<file path="config.mk">
export PLATFORM = sky130hd
export DESIGN_NAME = ordered_list_engine_unit
export DESIGN_NICKNAME = d
export VERILOG_FILES = /design/src/rtl/ole_pkg.sv /design/src/rtl/ole_datapath.sv /design/src/rtl/ole_controller.sv /design/src/rtl/ordered_list_engine_unit.sv
export VERILOG_INCLUDE_DIRS = /design/src /design/src/rtl
export SDC_FILE = /design/constraint.sdc
export NUM_CORES = 1
export LEC_CHECK = 0
export ABC_AREA = 1
export BUFFER_PORTS_ARGS = -buffer_cell sky130_fd_sc_hd__clkbuf_2
export CORE_UTILIZATION = 45
export DETAILED_ROUTE_END_ITERATION = 7
export PLACE_DENSITY = 0.64
export SLEW_MARGIN = 5
export SYNTH_ARGS = -nofsm -noshare
export SYNTH_HDL_FRONTEND = slang
export SYNTH_SLANG_ARGS = --single-unit
</file>
<file path="constraint.sdc">
create_clock -name i_clk -period 6.5 [get_ports i_clk]
set_input_delay 1.3 -clock i_clk [delete_from_list [all_inputs] [get_ports i_clk]]
set_output_delay 1.3 -clock i_clk [all_outputs]
set_load 0.05 [all_outputs]
</file>
<file path="src/rtl/ordered_list_engine_unit_macros.svh">
// Assertion macros shared by the ordered list engine RTL.
`ifndef ORDERED_LIST_ENGINE_UNIT_MACROS_SVH
`define ORDERED_LIST_ENGINE_UNIT_MACROS_SVH

// Same-cycle implication, checked on every clock edge out of reset.
`define OLE_ASSERT_SAME(label, ante, cons, msg) \
    label: assert property (@(posedge i_clk) disable iff (!i_rst_n) \
        (ante) |-> (cons)) else $error(msg);

// Next-cycle implication, checked on every clock edge out of reset.
`define OLE_ASSERT_NEXT(label, ante, cons, msg) \
    label: assert property (@(posedge i_clk) disable iff (!i_rst_n) \
        (ante) |=> (cons)) else $error(msg);

`endif

</file>
<file path="src/rtl/ole_pkg.sv">
// Package with sizes, codes and controller/datapath interface types.
`timescale 1ns / 1ps
`default_nettype none

package ole_pkg;

    localparam int DEPTH  = 16;
    localparam int DATA_W = 32;
    localparam int ADDR_W = $clog2(DEPTH);
    localparam int CNT_W  = ADDR_W + 1;
    localparam int OP_W   = 3;

    // Operation codes of a request.
    localparam logic [OP_W-1:0] OP_APPEND  = 3'd0;
    localparam logic [OP_W-1:0] OP_INSERT  = 3'd1;
    localparam logic [OP_W-1:0] OP_REMOVE  = 3'd2;
    localparam logic [OP_W-1:0] OP_SEARCH  = 3'd3;
    localparam logic [OP_W-1:0] OP_READ    = 3'd4;
    localparam logic [OP_W-1:0] OP_REVERSE = 3'd5;
    localparam logic [OP_W-1:0] OP_CLEAR   = 3'd6;

    // Memory write data source.
    localparam logic [1:0] WSRC_VAL   = 2'd0;
    localparam logic [1:0] WSRC_RDATA = 2'd1;
    localparam logic [1:0] WSRC_TMP   = 2'd2;

    // Pointer update.
    localparam logic [1:0] STEP_NONE = 2'd0;
    localparam logic [1:0] STEP_DOWN = 2'd1;
    localparam logic [1:0] STEP_UP   = 2'd2;
    localparam logic [1:0] STEP_IN   = 2'd3;

    // Entry count update.
    localparam logic [1:0] CNT_HOLD = 2'd0;
    localparam logic [1:0] CNT_INC  = 2'd1;
    localparam logic [1:0] CNT_DEC  = 2'd2;
    localparam logic [1:0] CNT_CLR  = 2'd3;

    typedef struct packed {
        logic       start;
        logic       rd_en;
        logic       rd_hi;
        logic       wr_en;
        logic       wr_hi;
        logic [1:0] wr_src;
        logic       tmp_ld;
        logic [1:0] step;
        logic [1:0] cnt;
        logic       set_err;
        logic       hit;
        logic       rd_cap;
        logic       out_ld;
    } t_dp_cmd;

    typedef struct packed {
        logic [OP_W-1:0] op;
        logic            full;
        logic            pos_gt_cnt;
        logic            pos_ge_cnt;
        logic            hi_gt_pos;
        logic            hi_lt_cnt;
        logic            lo_lt_cnt;
        logic            lo_lt_hi;
        logic            match;
    } t_dp_sts;

endpackage

`default_nettype wire

</file>
<file path="src/rtl/ole_datapath.sv">
// Datapath: entry memory, pointers, entry count and result registers.
`timescale 1ns / 1ps
`default_nettype none

module ole_datapath (
    input  wire                         i_clk,
    input  wire                         i_rst_n,
    input  ole_pkg::t_dp_cmd            i_cmd,
    input  wire [ole_pkg::OP_W-1:0]     i_op,
    input  wire [ole_pkg::DATA_W-1:0]   i_value,
    input  wire [ole_pkg::CNT_W-1:0]    i_position,
    output ole_pkg::t_dp_sts            o_sts,
    output logic [ole_pkg::DATA_W-1:0]  o_read_value,
    output logic                        o_found,
    output logic [ole_pkg::ADDR_W-1:0]  o_found_index,
    output logic [ole_pkg::CNT_W-1:0]   o_count,
    output logic                        o_error
);

    logic [ole_pkg::DATA_W-1:0] r_mem [ole_pkg::DEPTH];
    logic [ole_pkg::DATA_W-1:0] r_rdata;
    logic [ole_pkg::DATA_W-1:0] r_tmp;

    logic [ole_pkg::OP_W-1:0]   r_op;
    logic [ole_pkg::DATA_W-1:0] r_value;
    logic [ole_pkg::CNT_W-1:0]  r_pos;
    logic [ole_pkg::CNT_W-1:0]  r_lo;
    logic [ole_pkg::CNT_W-1:0]  r_hi;
    logic [ole_pkg::CNT_W-1:0]  r_count;
    logic [ole_pkg::CNT_W-1:0]  n_count;

    logic [ole_pkg::DATA_W-1:0] r_rd_val;
    logic                       r_found;
    logic [ole_pkg::ADDR_W-1:0] r_fidx;
    logic                       r_err;

    logic [ole_pkg::ADDR_W-1:0] rd_addr;
    logic [ole_pkg::ADDR_W-1:0] wr_addr;
    logic [ole_pkg::DATA_W-1:0] wr_data;

    assign rd_addr = i_cmd.rd_hi ? r_hi[ole_pkg::ADDR_W-1:0] : r_lo[ole_pkg::ADDR_W-1:0];
    assign wr_addr = i_cmd.wr_hi ? r_hi[ole_pkg::ADDR_W-1:0] : r_lo[ole_pkg::ADDR_W-1:0];

    always_comb begin
        unique case (i_cmd.wr_src)
            ole_pkg::WSRC_VAL:   wr_data = r_value;
            ole_pkg::WSRC_RDATA: wr_data = r_rdata;
            default:             wr_data = r_tmp;
        endcase
    end

    always_ff @(posedge i_clk) begin
        if (i_cmd.wr_en) begin
            r_mem[wr_addr] <= wr_data;
        end
    end

    always_ff @(posedge i_clk) begin
        if (i_cmd.rd_en) begin
            r_rdata <= r_mem[rd_addr];
        end
        if (i_cmd.tmp_ld) begin
            r_tmp <= r_rdata;
        end
    end

    // Capture the request and set up the walk pointers for its operation.
    always_ff @(posedge i_clk) begin
        if (i_cmd.start) begin
            r_op    <= i_op;
            r_value <= i_value;
            r_pos   <= i_position;
            unique case (i_op)
                ole_pkg::OP_INSERT: begin
                    r_hi <= r_count;
                    r_lo <= r_count - ole_pkg::CNT_W'(1);
                end
                ole_pkg::OP_REMOVE: begin
                    r_lo <= i_position;
                    r_hi <= i_position + ole_pkg::CNT_W'(1);
                end
                ole_pkg::OP_REVERSE: begin
                    r_lo <= '0;
                    r_hi <= (r_count == '0) ? '0 : r_count - ole_pkg::CNT_W'(1);
                end
                ole_pkg::OP_READ: begin
                    r_lo <= i_position;
                    r_hi <= r_count;
                end
                default: begin
                    r_lo <= '0;
                    r_hi <= r_count;
                end
            endcase
        end else begin
            unique case (i_cmd.step)
                ole_pkg::STEP_DOWN: begin
                    r_lo <= r_lo - ole_pkg::CNT_W'(1);
                    r_hi <= r_hi - ole_pkg::CNT_W'(1);
                end
                ole_pkg::STEP_UP: begin
                    r_lo <= r_lo + ole_pkg::CNT_W'(1);
                    r_hi <= r_hi + ole_pkg::CNT_W'(1);
                end
                ole_pkg::STEP_IN: begin
                    r_lo <= r_lo + ole_pkg::CNT_W'(1);
                    r_hi <= r_hi - ole_pkg::CNT_W'(1);
                end
                default: begin
                end
            endcase
        end
    end

    always_comb begin
        unique case (i_cmd.cnt)
            ole_pkg::CNT_INC: n_count = r_count + ole_pkg::CNT_W'(1);
            ole_pkg::CNT_DEC: n_count = r_count - ole_pkg::CNT_W'(1);
            ole_pkg::CNT_CLR: n_count = '0;
            default:          n_count = r_count;
        endcase
    end

    always_ff @(posedge i_clk) begin
        if (!i_rst_n) begin
            r_count <= '0;
        end else begin
            r_count <= n_count;
        end
    end

    // Per-transaction result, cleared when a request is taken.
    always_ff @(posedge i_clk) begin
        if (i_cmd.start) begin
            r_rd_val <= '0;
            r_found  <= 1'b0;
            r_fidx   <= '0;
            r_err    <= 1'b0;
        end else begin
            if (i_cmd.set_err) begin
                r_err <= 1'b1;
            end
            if (i_cmd.hit) begin
                r_found <= 1'b1;
                r_fidx  <= r_lo[ole_pkg::ADDR_W-1:0];
            end
            if (i_cmd.rd_cap) begin
                r_rd_val <= r_rdata;
            end
        end
    end

    always_ff @(posedge i_clk) begin
        if (i_cmd.out_ld) begin
            o_read_value  <= r_rd_val;
            o_found       <= r_found;
            o_found_index <= r_fidx;
            o_count       <= r_count;
            o_error       <= r_err;
        end
    end

    assign o_sts.op         = r_op;
    assign o_sts.full       = (r_count == ole_pkg::CNT_W'(ole_pkg::DEPTH));
    assign o_sts.pos_gt_cnt = (r_pos > r_count);
    assign o_sts.pos_ge_cnt = (r_pos >= r_count);
    assign o_sts.hi_gt_pos  = (r_hi > r_pos);
    assign o_sts.hi_lt_cnt  = (r_hi < r_count);
    assign o_sts.lo_lt_cnt  = (r_lo < r_count);
    assign o_sts.lo_lt_hi   = (r_lo < r_hi);
    assign o_sts.match      = (r_rdata == r_value);

endmodule

`default_nettype wire

</file>
<file path="src/rtl/ole_controller.sv">
// Controller state machine that sequences each operation over the datapath.
`timescale 1ns / 1ps
`default_nettype none

module ole_controller (
    input  wire                i_clk,
    input  wire                i_rst_n,
    input  wire                i_valid,
    output logic               o_stall,
    output logic               o_valid,
    input  wire                i_stall,
    input  ole_pkg::t_dp_sts   i_sts,
    output ole_pkg::t_dp_cmd   o_cmd
);

    localparam logic [3:0] S_IDLE    = 4'd0;
    localparam logic [3:0] S_DISP    = 4'd1;
    localparam logic [3:0] S_INS_RD  = 4'd2;
    localparam logic [3:0] S_INS_WR  = 4'd3;
    localparam logic [3:0] S_INS_FIN = 4'd4;
    localparam logic [3:0] S_REM_RD  = 4'd5;
    localparam logic [3:0] S_REM_WR  = 4'd6;
    localparam logic [3:0] S_SR_RD   = 4'd7;
    localparam logic [3:0] S_SR_CMP  = 4'd8;
    localparam logic [3:0] S_RD_RD   = 4'd9;
    localparam logic [3:0] S_RD_CAP  = 4'd10;
    localparam logic [3:0] S_RV_RLO  = 4'd11;
    localparam logic [3:0] S_RV_RHI  = 4'd12;
    localparam logic [3:0] S_RV_WLO  = 4'd13;
    localparam logic [3:0] S_RV_WHI  = 4'd14;
    localparam logic [3:0] S_FIN     = 4'd15;

    logic [3:0] r_state;
    logic [3:0] n_state;
    logic       r_valid;
    logic       n_valid;

    assign o_stall = (r_state != S_IDLE);
    assign o_valid = r_valid;

    always_comb begin
        n_state = r_state;
        n_valid = r_valid & i_stall;
        o_cmd   = '0;
        unique case (r_state)
            S_IDLE: begin
                if (i_valid) begin
                    o_cmd.start = 1'b1;
                    n_state     = S_DISP;
                end
            end
            S_DISP: begin
                n_state = S_FIN;
                unique case (i_sts.op)
                    ole_pkg::OP_APPEND: begin
                        if (i_sts.full) begin
                            o_cmd.set_err = 1'b1;
                        end else begin
                            o_cmd.wr_en  = 1'b1;
                            o_cmd.wr_hi  = 1'b1;
                            o_cmd.wr_src = ole_pkg::WSRC_VAL;
                            o_cmd.cnt    = ole_pkg::CNT_INC;
                        end
                    end
                    ole_pkg::OP_INSERT: begin
                        if (i_sts.full || i_sts.pos_gt_cnt) begin
                            o_cmd.set_err = 1'b1;
                        end else begin
                            n_state = S_INS_RD;
                        end
                    end
                    ole_pkg::OP_REMOVE: begin
                        if (i_sts.pos_ge_cnt) begin
                            o_cmd.set_err = 1'b1;
                        end else begin
                            n_state = S_REM_RD;
                        end
                    end
                    ole_pkg::OP_SEARCH: begin
                        n_state = S_SR_RD;
                    end
                    ole_pkg::OP_READ: begin
                        if (i_sts.pos_ge_cnt) begin
                            o_cmd.set_err = 1'b1;
                        end else begin
                            n_state = S_RD_RD;
                        end
                    end
                    ole_pkg::OP_REVERSE: begin
                        n_state = S_RV_RLO;
                    end
                    ole_pkg::OP_CLEAR: begin
                        o_cmd.cnt = ole_pkg::CNT_CLR;
                    end
                    default: begin
                        o_cmd.set_err = 1'b1;
                    end
                endcase
            end
            // Insert shifts entries up by one, from the tail down to the position.
            S_INS_RD: begin
                if (i_sts.hi_gt_pos) begin
                    o_cmd.rd_en = 1'b1;
                    n_state     = S_INS_WR;
                end else begin
                    n_state = S_INS_FIN;
                end
            end
            S_INS_WR: begin
                o_cmd.wr_en  = 1'b1;
                o_cmd.wr_hi  = 1'b1;
                o_cmd.wr_src = ole_pkg::WSRC_RDATA;
                o_cmd.step   = ole_pkg::STEP_DOWN;
                n_state      = S_INS_RD;
            end
            S_INS_FIN: begin
                o_cmd.wr_en  = 1'b1;
                o_cmd.wr_hi  = 1'b1;
                o_cmd.wr_src = ole_pkg::WSRC_VAL;
                o_cmd.cnt    = ole_pkg::CNT_INC;
                n_state      = S_FIN;
            end
            // Remove pulls every entry above the position down by one.
            S_REM_RD: begin
                if (i_sts.hi_lt_cnt) begin
                    o_cmd.rd_en = 1'b1;
                    o_cmd.rd_hi = 1'b1;
                    n_state     = S_REM_WR;
                end else begin
                    o_cmd.cnt = ole_pkg::CNT_DEC;
                    n_state   = S_FIN;
                end
            end
            S_REM_WR: begin
                o_cmd.wr_en  = 1'b1;
                o_cmd.wr_src = ole_pkg::WSRC_RDATA;
                o_cmd.step   = ole_pkg::STEP_UP;
                n_state      = S_REM_RD;
            end
            S_SR_RD: begin
                if (i_sts.lo_lt_cnt) begin
                    o_cmd.rd_en = 1'b1;
                    n_state     = S_SR_CMP;
                end else begin
                    n_state = S_FIN;
                end
            end
            S_SR_CMP: begin
                if (i_sts.match) begin
                    o_cmd.hit = 1'b1;
                    n_state   = S_FIN;
                end else begin
                    o_cmd.step = ole_pkg::STEP_UP;
                    n_state    = S_SR_RD;
                end
            end
            S_RD_RD: begin
                o_cmd.rd_en = 1'b1;
                n_state     = S_RD_CAP;
            end
            S_RD_CAP: begin
                o_cmd.rd_cap = 1'b1;
                n_state      = S_FIN;
            end
            // Reverse swaps the outer pair and walks both ends inward.
            S_RV_RLO: begin
                if (i_sts.lo_lt_hi) begin
                    o_cmd.rd_en = 1'b1;
                    n_state     = S_RV_RHI;
                end else begin
                    n_state = S_FIN;
                end
            end
            S_RV_RHI: begin
                o_cmd.rd_en  = 1'b1;
                o_cmd.rd_hi  = 1'b1;
                o_cmd.tmp_ld = 1'b1;
                n_state      = S_RV_WLO;
            end
            S_RV_WLO: begin
                o_cmd.wr_en  = 1'b1;
                o_cmd.wr_src = ole_pkg::WSRC_RDATA;
                n_state      = S_RV_WHI;
            end
            S_RV_WHI: begin
                o_cmd.wr_en  = 1'b1;
                o_cmd.wr_hi  = 1'b1;
                o_cmd.wr_src = ole_pkg::WSRC_TMP;
                o_cmd.step   = ole_pkg::STEP_IN;
                n_state      = S_RV_RLO;
            end
            S_FIN: begin
                // The result register takes the transaction once it is empty or draining.
                if (!r_valid || !i_stall) begin
                    o_cmd.out_ld = 1'b1;
                    n_valid      = 1'b1;
                    n_state      = S_IDLE;
                end
            end
            default: begin
                n_state = S_IDLE;
            end
        endcase
    end

    always_ff @(posedge i_clk) begin
        if (!i_rst_n) begin
            r_state <= S_IDLE;
            r_valid <= 1'b0;
        end else begin
            r_state <= n_state;
            r_valid <= n_valid;
        end
    end

endmodule

`default_nettype wire

</file>
<file path="src/rtl/ordered_list_engine_unit.sv">
// Top level of the ordered list engine: controller, datapath and interface checks.
// Append, clear and rejected requests finish in dispatch and go straight to the result register.
// Insert, remove and search add a read and a write or compare per entry shifted or compared, reverse
// a read, read, write and write per swapped pair; one memory access per cycle.
// Throughput: one request at a time, the next taken the cycle after its result is loaded.
// Synchronous active-low reset empties the list at once; entries need no clearing.
`timescale 1ns / 1ps
`default_nettype none
`include "ordered_list_engine_unit_macros.svh"

module ordered_list_engine_unit (
    input  wire                         i_clk,
    input  wire                         i_rst_n,
    input  wire                         i_valid,
    output logic                        o_stall,
    input  wire [ole_pkg::OP_W-1:0]     i_op,
    input  wire [ole_pkg::DATA_W-1:0]   i_value,
    input  wire [ole_pkg::CNT_W-1:0]    i_position,
    output logic                        o_valid,
    input  wire                         i_stall,
    output logic [ole_pkg::DATA_W-1:0]  o_read_value,
    output logic                        o_found,
    output logic [ole_pkg::ADDR_W-1:0]  o_found_index,
    output logic [ole_pkg::CNT_W-1:0]   o_count,
    output logic                        o_error
);

    ole_pkg::t_dp_cmd dp_cmd;
    ole_pkg::t_dp_sts dp_sts;

    logic in_accept;
    logic count_ok;
    logic rd_zero;
    logic no_data;

    ole_controller u_ctrl (
        .i_clk   (i_clk),
        .i_rst_n (i_rst_n),
        .i_valid (i_valid),
        .o_stall (o_stall),
        .o_valid (o_valid),
        .i_stall (i_stall),
        .i_sts   (dp_sts),
        .o_cmd   (dp_cmd)
    );

    ole_datapath u_dp (
        .i_clk         (i_clk),
        .i_rst_n       (i_rst_n),
        .i_cmd         (dp_cmd),
        .i_op          (i_op),
        .i_value       (i_value),
        .i_position    (i_position),
        .o_sts         (dp_sts),
        .o_read_value  (o_read_value),
        .o_found       (o_found),
        .o_found_index (o_found_index),
        .o_count       (o_count),
        .o_error       (o_error)
    );

    assign in_accept = i_valid && !o_stall;
    assign count_ok  = (o_count <= ole_pkg::CNT_W'(ole_pkg::DEPTH));
    assign rd_zero   = (o_read_value == '0);
    assign no_data   = rd_zero && !o_found;

    `OLE_ASSERT_NEXT(a_busy_after_accept, in_accept, o_stall, "second transaction taken")
    `OLE_ASSERT_SAME(a_count_bounded, o_valid, count_ok, "count above depth")
    `OLE_ASSERT_SAME(a_err_no_data, o_valid && o_error, no_data, "rejected request carries data")
    `OLE_ASSERT_SAME(a_found_no_read, o_valid && o_found, rd_zero, "search result has read data")

endmodule

`default_nettype wire

</file>
Word-level counts from Yosys, hierarchy flattened --
Memories as Yosys holds them, arrays and structs flattened. A register that Yosys moved wholly into a read port is not among the register bits. Index checks and enable logic that the tools add are counted.
Storage, ports and cells: register bits 173, RAM bits 512, input bits 44, output and inout port bits 45, word-level logic and storage cells 149, memories kept 1
Operators by class: add/subtract/negate cells 7, order comparisons 6, eq/ne operators 36, multiplexer cells 57, bitwise gates (word level) 1, reduce and logical (&&, ||, !) cells 23
Memory list:
- u_dp.r_mem | words 16, width 32, read ports 1, clocked after Yosys merged registers in 1, wr ports 1, line ole_datapath.sv:20 | logic [ole_pkg::DATA_W-1:0] r_mem [ole_pkg::DEPTH];
Operators by type and width (number):
- one-hot mux 32 bit (2 select lines) | 1
- one-hot mux 4 bit (15 select lines) | 1
- two-way mux 4 bit | 10
- one-hot mux 5 bit (2 select lines) | 4
- equality test 32 bit | 1
- equality test 4 bit, second input constant | 8
- adder 5 x 1 -> 5 bit, second input constant | 4
- two-way mux 1 bit | 20
- one-hot mux 4 bit (5 select lines) | 1
- equality test 4 x 3 -> 1 bit, second input constant | 4
- equality test 3 bit, second input constant | 5
- < comparator 5 bit | 3
- two-way mux 5 bit | 3
- one-hot mux 5 bit (3 select lines) | 1
- subtractor 5 x 1 -> 5 bit, second input constant | 3
- one-hot mux 2 bit (3 select lines) | 2
- OR reduction 2 bit | 6
- greater-than comparator 5 bit | 2
- equality test 3 x 2 -> 1 bit, second input constant | 3
- two-way mux 3 bit | 3
- nonzero test 3 bit | 3
- OR reduction 3 bit | 3
- equality test 2 bit, second input constant | 4
- equality test 4 x 2 -> 1 bit, second input constant | 2
- 23 further kinds | 33

Logic depth before layout (Yosys ltp) --
Gate-level depths: netlist of run 1.
depth after elaboration 7, mapped depth 18, gate-level depth less buffers 18

Modules after synthesis --
Synthesis of run 1 repeated with hierarchy kept, for this count alone.
Unflattened totals: cells, all modules 3022, area, all modules 31929.4 um2
Modules (own cells, without submodules):
- ole_datapath | instances 1, cells an instance 2871, area an instance 31143.6 um2, sequential area each 20950.1 um2
- ole_controller | instances 1, cells an instance 151, area an instance 785.8 um2, sequential area each 100.1 um2

Least setup slack after synthesis of run 1 --
OpenSTA, ideal clock, no wires.
path type register to register, from register u_dp.r_count[2] (netlist bit), to register u_dp.r_rdata[0] (netlist bit) (read register of u_dp.r_mem) (enable), setup time 0.533 ns, data arrival time 5.028 ns, required time 5.967 ns, path slack 0.938 ns, stages on the path, launching flop included 7, buffers on the path 1, clock period less this slack 5.562 ns, path through dfxtp_1 clkbuf_1 inv_1 ha_1 a21oi_1 o221ai_1 o311ai_0
RTL lines:
- start, declared | line ole_datapath.sv:29 | logic [ole_pkg::CNT_W-1:0] r_count;
- start signal, assigned | line ole_datapath.sv:128 | r_count <= n_count;
- end, declared | line ole_datapath.sv:21 | logic [ole_pkg::DATA_W-1:0] r_rdata;

Final worst setup path of run 1 --
from register u_dp.r_count[2] (netlist bit), to register u_dp.r_rdata[9] (netlist bit) (read register of u_dp.r_mem) (data pin)
Between the ends: longest elaborated chain between the ends 4, elaborated cells between the ends (all ways) 7, classes of those cells 2 x order compare; 5 x mux
RTL lines:
- < comparator 5 bit | line ole_datapath.sv:168 | assign o_sts.hi_lt_cnt = (r_hi < r_count);
- two-way mux 2 bit | line ole_controller.sv:125 | if (i_sts.hi_lt_cnt) begin
- one-hot mux 1 bit (2 select lines) | line ole_controller.sv:45 | unique case (r_state)
- two-way mux 4 bit | line ole_datapath.sv:41 | assign rd_addr = i_cmd.rd_hi ? r_hi[ole_pkg::ADDR_W-1:0] : r_lo[ole_pkg::ADDR_W-1:0];
Parallel ways exist; a longest one is shown, timed or not. A chain may end at the register's enable or synchronous reset.

==> flow_metrics.env, run 1 <==
export IMPL_cts_sinks=717
export IMPL_totalWireLength_mm=81.2
export IMPL_hold_viol_final=0
export IMPL_area_growth_pct=12.1
export IMPL_max_stage_delay_ns=0.81
export IMPL_min_period_ns=4.28
export IMPL_cts_tree="yes"
export IMPL_clk_pin_slew_ns=0.06
export IMPL_yosysWarnings=0
export IMPL_rsz0062_at_grt="false"
export IMPL_peakVddDrop_mv=0.480
export IMPL_track_usage=0.229
export IMPL_maxCapViolCount=0
export IMPL_fmax_ghz=0.234
export IMPL_syn_avg_cell_area_sq_um=10.4
export IMPL_worst_slew_pin_slew_ns=1.15
export IMPL_dr_total_vias=21500
export IMPL_synth_ff_type="edfxtp_1"
export IMPL_path_cells="inv_1 -> ha_1 -> nand2_1 -> nand2_1 -> nand2_1 -> nand4_2 -> nand2_1 -> nand2_4 -> nand2_8 -> buf_4 -> nand2_1 -> nand3_1 -> nand3_1 -> nand3_1 -> nand2_1"
export IMPL_drt_initial_drc_count=2404
export IMPL_synth_cell_area_sq_um=31800
export IMPL_outcome="finished clean"
export IMPL_synthCells=3051
export IMPL_grt_pass1_vias=20500
export IMPL_die_h_um=268
export IMPL_async_flop_share=0
export IMPL_antenna_found_initial=2
export IMPL_dp_cells=3987
export IMPL_fin_crit_sh=0.658
export IMPL_cts_setup_buffers=0
export IMPL_final_cells=4119
export IMPL_ys_ff_latch=717
export IMPL_vias_per_cell=5.22
export IMPL_setup_violations=0
export IMPL_die_area_sq_um=71800
export IMPL_cp_end_kind="flip-flop"
export IMPL_crit_path_max_fanout=144
export IMPL_synth_simple_area_share=0.188
export IMPL_cp_required_ns=6.85
export IMPL_yosysUniqueCellTypes=44
export IMPL_finalPower_uw=17000
export IMPL_cts_hold_buf=0
export IMPL_hold_path_class="flip-flop to flip-flop"
export IMPL_core_sq_um=70000
export IMPL_ctsResizeCount=0
export IMPL_port_buffers=88
export IMPL_root_buffer="clkbuf_16"
export IMPL_yosysSeqAreaShare=0.662
export IMPL_synth_edf_count=669
export IMPL_nets=3198
export IMPL_fin_setup_tns_ns=0
export IMPL_drc=0
export IMPL_cellPowerDensity_nw_per_um2=478
export IMPL_die_w_um=268
export IMPL_path_common_cell="nand2_1"
export IMPL_synth_xor_area_frac=0.00826
export IMPL_drtAntennaViolNets=0
export IMPL_worst_setup_path_start_kind="flip-flop"
export IMPL_slew_violations=0
export IMPL_worstPathArrival_ns=4.63
export IMPL_gp_congestion=0.878
export IMPL_p_leak_uw=0.0149
export IMPL_synth_top_family_by_area="simple AND/OR/NAND/NOR gates"
export IMPL_crit_type="flip-flop to flip-flop"
export IMPL_wl_per_cell_um=19.7
export IMPL_row_count=97
export IMPL_dp_hpwl_mm=45.3
export IMPL_r2r_slack_ns=2.22
export IMPL_critPathSlowestCell="nand2_8"
export IMPL_layout_drive_gt1_share=0.0931
export IMPL_grt_ovfl_total=0
export IMPL_cts_max_path_buffers=3
export IMPL_slew_limit_headroom=0.232
export IMPL_cts_htree_levels=3
export IMPL_clock_latency_ns=0.63
export IMPL_initial_core_util=0.454
export IMPL_grt_pass1_wl_mm=123
export IMPL_synth_fp_nets=3128
export IMPL_antenna_cells=0
export IMPL_synth_mux_area_frac=0
export IMPL_first_pass_iters=5
export IMPL_io_pins=89
export IMPL_cts_inserted_buffers=72
export IMPL_grt_max_degree=145
export IMPL_synth_compound_area_frac=0.0310
export IMPL_fin_skew_ns=0.0378
export IMPL_yosys_area_share_adder=0.0135
## per-stage QoR
step | hold WS, ns | worst slack (ns) | util | cell area (sq um)
after detailed placement | 0.415 | 2.29 | 0.475 | 33300
after global routing | 0.440 | 1.85 | 0.509 | 35600
after CTS | 0.426 | 2.24 | 0.509 | 35600
final | 0.425 | 2.22 | 0.509 | 35600
after global placement | 0.412 | 2.34 | 0.475 | 33300
after floorplan | 0.403 | 0.938 | - | 31800
## worst paths after layout
check / end / cells after the start / start
setup / recovery: u_dp.r_rdata[9] / 15 / u_dp.r_count[2]
hold / removal: u_dp.o_read_value[4] / 0 / u_dp.r_rd_val[4]
setup reg to reg: u_dp.r_rdata[9] / 15 / u_dp.r_count[2]
hold reg to reg: u_dp.o_read_value[4] / 0 / u_dp.r_rd_val[4]
## synthesized netlist by cell type (2+ instances only)
master	n	area share
a211oi_1	2	0.00047
a21oi_1	63	0.0099
a22oi_1	33	0.0078
a31oi_1	2	0.00039
buf_1	15	0.0018
buf_2	36	0.0057
buf_4	28	0.0066
buf_6	16	0.0057
clkbuf_1	48	0.0057
clkinv_1	2	0.00024
dfxtp_1	48	0.030
edfxtp_1	669	0.63
fa_1	2	0.0013
ha_1	31	0.012
inv_1	605	0.071
inv_2	6	0.00071
nand2_1	603	0.071
nand2_2	2	0.00039
nand3_1	647	0.10
nand3b_1	2	0.00047
nand4_1	9	0.0018
nor2_1	63	0.0074
nor2_2	4	0.00079
nor3_1	4	0.00063
o211ai_1	3	0.00071
o21ai_0	41	0.0065
o21ai_1	3	0.00047
o21ai_2	3	0.00083
o221ai_1	4	0.0011
o22ai_1	5	0.00098
or2_2	11	0.0022
xnor2_1	22	0.0061
xor2_1	8	0.0022
## sequential cells by signal (all words and copies together) (netlist names), 5 cells and up
name and count:
u_dp.r_mem 512, u_dp.o_read_value 32, u_dp.r_rd_val 32, u_dp.r_rdata 32, u_dp.r_tmp 32, u_dp.r_value 32
u_dp.o_count 5, u_dp.r_count 5, u_dp.r_hi 5, u_dp.r_lo 5, u_dp.r_pos 5
## layout by cell type, fill, tap and decap left out, types with 14 or more instances in the layout
| cell type | instances |
|---|---|
| nor2_4 | 19 |
| nand2_1 | 602 |
| xnor2_1 | 22 |
| clkbuf_1 | 15 |
| clkbuf_2 | 88 |
| clkbuf_16 | 74 |
| nor2_1 | 45 |
| o21ai_0 | 39 |
| edfxtp_1 | 669 |
| nand3_1 | 646 |
| a21oi_1 | 63 |
| clkinv_1 | 14 |
| buf_4 | 49 |
| inv_1 | 605 |
| ha_1 | 31 |
| dfxtp_1 | 48 |
| a22oi_1 | 33 |
## kinds of logic (layout without fill, tap and decap cells)
kind of cell | count (synthesis) | after routing
AOI/OAI and AO/OA | 166 | 166
xor gates and xnor gates | 30 | 30
adders and majority gates | 33 | 33
buffers and inverters | 756 | 884
DFF | 717 | 717
and+or+nand+nor | 1349 | 1349
## power by group
group / total [uW] / internal [uW] / switching, uW / leakage, uW
logic: 6210 / 1690 / 4520 / 0.00729
clock network: 4200 / 2450 / 1750 / 0.00116
registers: 6630 / 6240 / 385 / 0.00644
## cell type report
cell class                      count  area, sq um
Tap cell                          940         1180
Fill cell                        6139        34400
Sequential cell                   717        21100
Inverter                          613         2300
Clock inverter                     37          398
Multi-Input combinational cell   1578         7890
Timing Repair Buffer              139          848
Clock buffer                       95         1990
## worst max-delay path: cells and delay by family, from the launching register on
kind	cells	cell delay, ns
adders and majority gates	1	0.34
and+or+nand+nor	12	2.53
buffers and inverters	2	0.60
DFF	1	0.47
## layer usage
layer	GRT usage	vias to the layer above	wire length (um)
met2	0.370	849	37600
met4	0.0690	0	1720
met3	0.0315	126	6710
li1	-	10300	-
met1	0.321	10300	35200
met5	0	-	0
Note: power is estimated with default switching activity, not from simulation.
==> inputs of run 2 (changes only) <==
- clock period: 6.5 -> 4 ns (I/O delays scaled with it)
==> run 2 against run 1 <==
Effect of this change:
- the run now ends with DRC left
- clock-buffer cell count grew 3
- global-route usage grew 0.25 points
- worst hold slack lost 0.069 ns
==> flow_metrics.env, run 2 (same netlist as run 1, synthesis figures left out) <==
export IMPL_die_h_um=268
export IMPL_crit_type="flip-flop to flip-flop"
export IMPL_fin_ws_ns=0.441
export IMPL_io_pins=89
export IMPL_cts_setup_buffers=0
export IMPL_dp_hpwl_mm=47.2
export IMPL_drtAntennaViolNets=0
export IMPL_cts_htree_levels=3
export IMPL_ctsResizeCount=0
export IMPL_dr_total_vias=21900
export IMPL_cp_required_ns=4.36
export IMPL_slew_limit_headroom=0.139
export IMPL_row_count=97
export IMPL_nets=3239
export IMPL_drc=2
export IMPL_hold_path_class="primary input to flip-flop"
export IMPL_cellPowerDensity_nw_per_um2=772
export IMPL_reg2reg_to="u_dp.r_rdata[28]"
export IMPL_clk_pin_slew_ns=0.06
export IMPL_cts_hold_buf=0
export IMPL_setup_violations=0
export IMPL_worstHoldPathCells=1
export IMPL_cts_max_path_buffers=3
export IMPL_worst_setup_path_start_kind="flip-flop"
export IMPL_worstHoldEndpoint="u_dp.r_value[29]"
export IMPL_worstPathArrival_ns=3.92
export IMPL_root_buffer="clkbuf_16"
export IMPL_antenna_found_initial=3
export IMPL_gp_congestion=0.884
export IMPL_final_common_cell="edfxtp_1"
export IMPL_fin_crit_sh=0.890
export IMPL_die_area_sq_um=71800
export IMPL_place_ws_ns=0.494
export IMPL_finalPower_uw=28000
export IMPL_area_growth_pct=13.9
export IMPL_grt_max_degree=98
export IMPL_fin_skew_ns=0.0182
export IMPL_peakVddDrop_mv=0.549
export IMPL_r2r_slack_ns=0.44
export IMPL_swShare=0.389
export IMPL_hold_start="i_value[29]"
export IMPL_worst_slew_pin_slew_ns=1.29
export IMPL_reg2reg_from="u_dp.r_count[4]"
export IMPL_port_buffers=88
export IMPL_power_switching_uw=10900
export IMPL_outcome="finished, violations left"
export IMPL_p_leak_uw=0.0152
export IMPL_slew_violations=0
export IMPL_fmax_ghz=0.281
export IMPL_hold_viol_final=0
export IMPL_internal_power_uw=17100
export IMPL_cts_sinks=717
export IMPL_layout_common_cells="669 x edfxtp_1, 646 x nand3_1, 605 x inv_1"
export IMPL_grt_pass1_vias=21000
export IMPL_initial_core_util=0.454
export IMPL_violations="DRC"
export IMPL_die_w_um=268
export IMPL_wl_per_cell_um=19.7
export IMPL_fin_setup_tns_ns=0
export IMPL_cp_end_kind="flip-flop"
export IMPL_drt_initial_drc_count=2283
export IMPL_maxCapViolCount=0
export IMPL_stdcell_area_sq_um=36200
export IMPL_track_usage=0.231
export IMPL_p_seq_frac=0.384
export IMPL_reg2regPathDepth=12
export IMPL_layout_drive_gt1_share=0.103
export IMPL_top_register="u_dp.r_mem"
export IMPL_vias_per_cell=5.26
export IMPL_power_frac_clock=0.235
export IMPL_cts_inserted_buffers=74
export IMPL_placed_area_sq_um=34000
export IMPL_first_pass_iters=8
export IMPL_core_sq_um=70000
export IMPL_grt_pass1_wl_mm=125
export IMPL_cts_tree="yes"
export IMPL_largest_register_ff_count=512
export IMPL_min_period_ns=3.56
export IMPL_grt_ovfl_total=0
export IMPL_totalWireLength_mm=81.9
export IMPL_rsz0062_at_grt="false"
export IMPL_clock_latency_ns=0.62
export IMPL_combPwrFrac=0.381
export IMPL_crit_path_max_fanout=45
## run 2: area by class of cell
type | instances | area (sq um)
flip-flops and latches | 717 | 21100
well taps | 940 | 1180
clock buffers | 98 | 2050
repair buffers | 178 | 1540
inverters | 613 | 2300
fillers | 6061 | 33800
diodes | 1 | 2.50
clock inverters | 30 | 234
multi-input cells | 1578 | 7890
## run 2: metal layers
layer  up-vias  track usage  wire [um]
met1     10400        0.315      34700
met2       961        0.380      38200
met3       149       0.0279       6690
met5         -            0          0
li1      10300            -          -
met4         0       0.0846       2280
## run 2: how the worst max path moves through the flow
stage                          from                 to  slack, ns
CTS                 u_dp.r_count[4]   u_dp.r_rdata[28]       0.48
global route        u_dp.r_count[4]    u_dp.r_rdata[5]       0.17
floorplan           u_dp.r_count[0]  u_dp.r_mem[12][0]       0.48
detailed placement  u_dp.r_count[4]   u_dp.r_rdata[28]       0.49
finish              u_dp.r_count[4]   u_dp.r_rdata[28]       0.44
global placement    u_dp.r_count[4]    u_dp.r_rdata[2]       0.54
## run 2: power groups by stage
stage	logic (uW)	clock network (uW)	registers (uW)
2_1_floorplan	7050	0	10600
3_3_place_gp	10400	0	10900
3_5_place_dp	10500	0	10900
4_1_cts	10600	6700	10700
5_1_grt	11700	6980	10800
6_report	10700	6570	10700
## run 2: through the flow
stage / hold slack, ns / std cells / utilization
floorplan: 0.403 / 3051 / -
global placement: 0.412 / 4026 / 0.485
detailed placement: 0.417 / 4026 / 0.485
CTS: 0.327 / 4154 / 0.517
global route: 0.346 / 4154 / 0.517
finish: 0.356 / 4155 / 0.517
## run 2: critical path: stages, from the launching register on
cell and delay, ns:
dfxtp_1 0.45, inv_1 0.18, ha_1 0.35, a21oi_1 0.25
nand4_2 0.23, nand2_1 0.34, buf_4 0.26, nand2_1 0.11
o21ai_4 0.10, buf_4 0.62, nand3_1 0.19, nand3_1 0.14
nand2_1 0.08
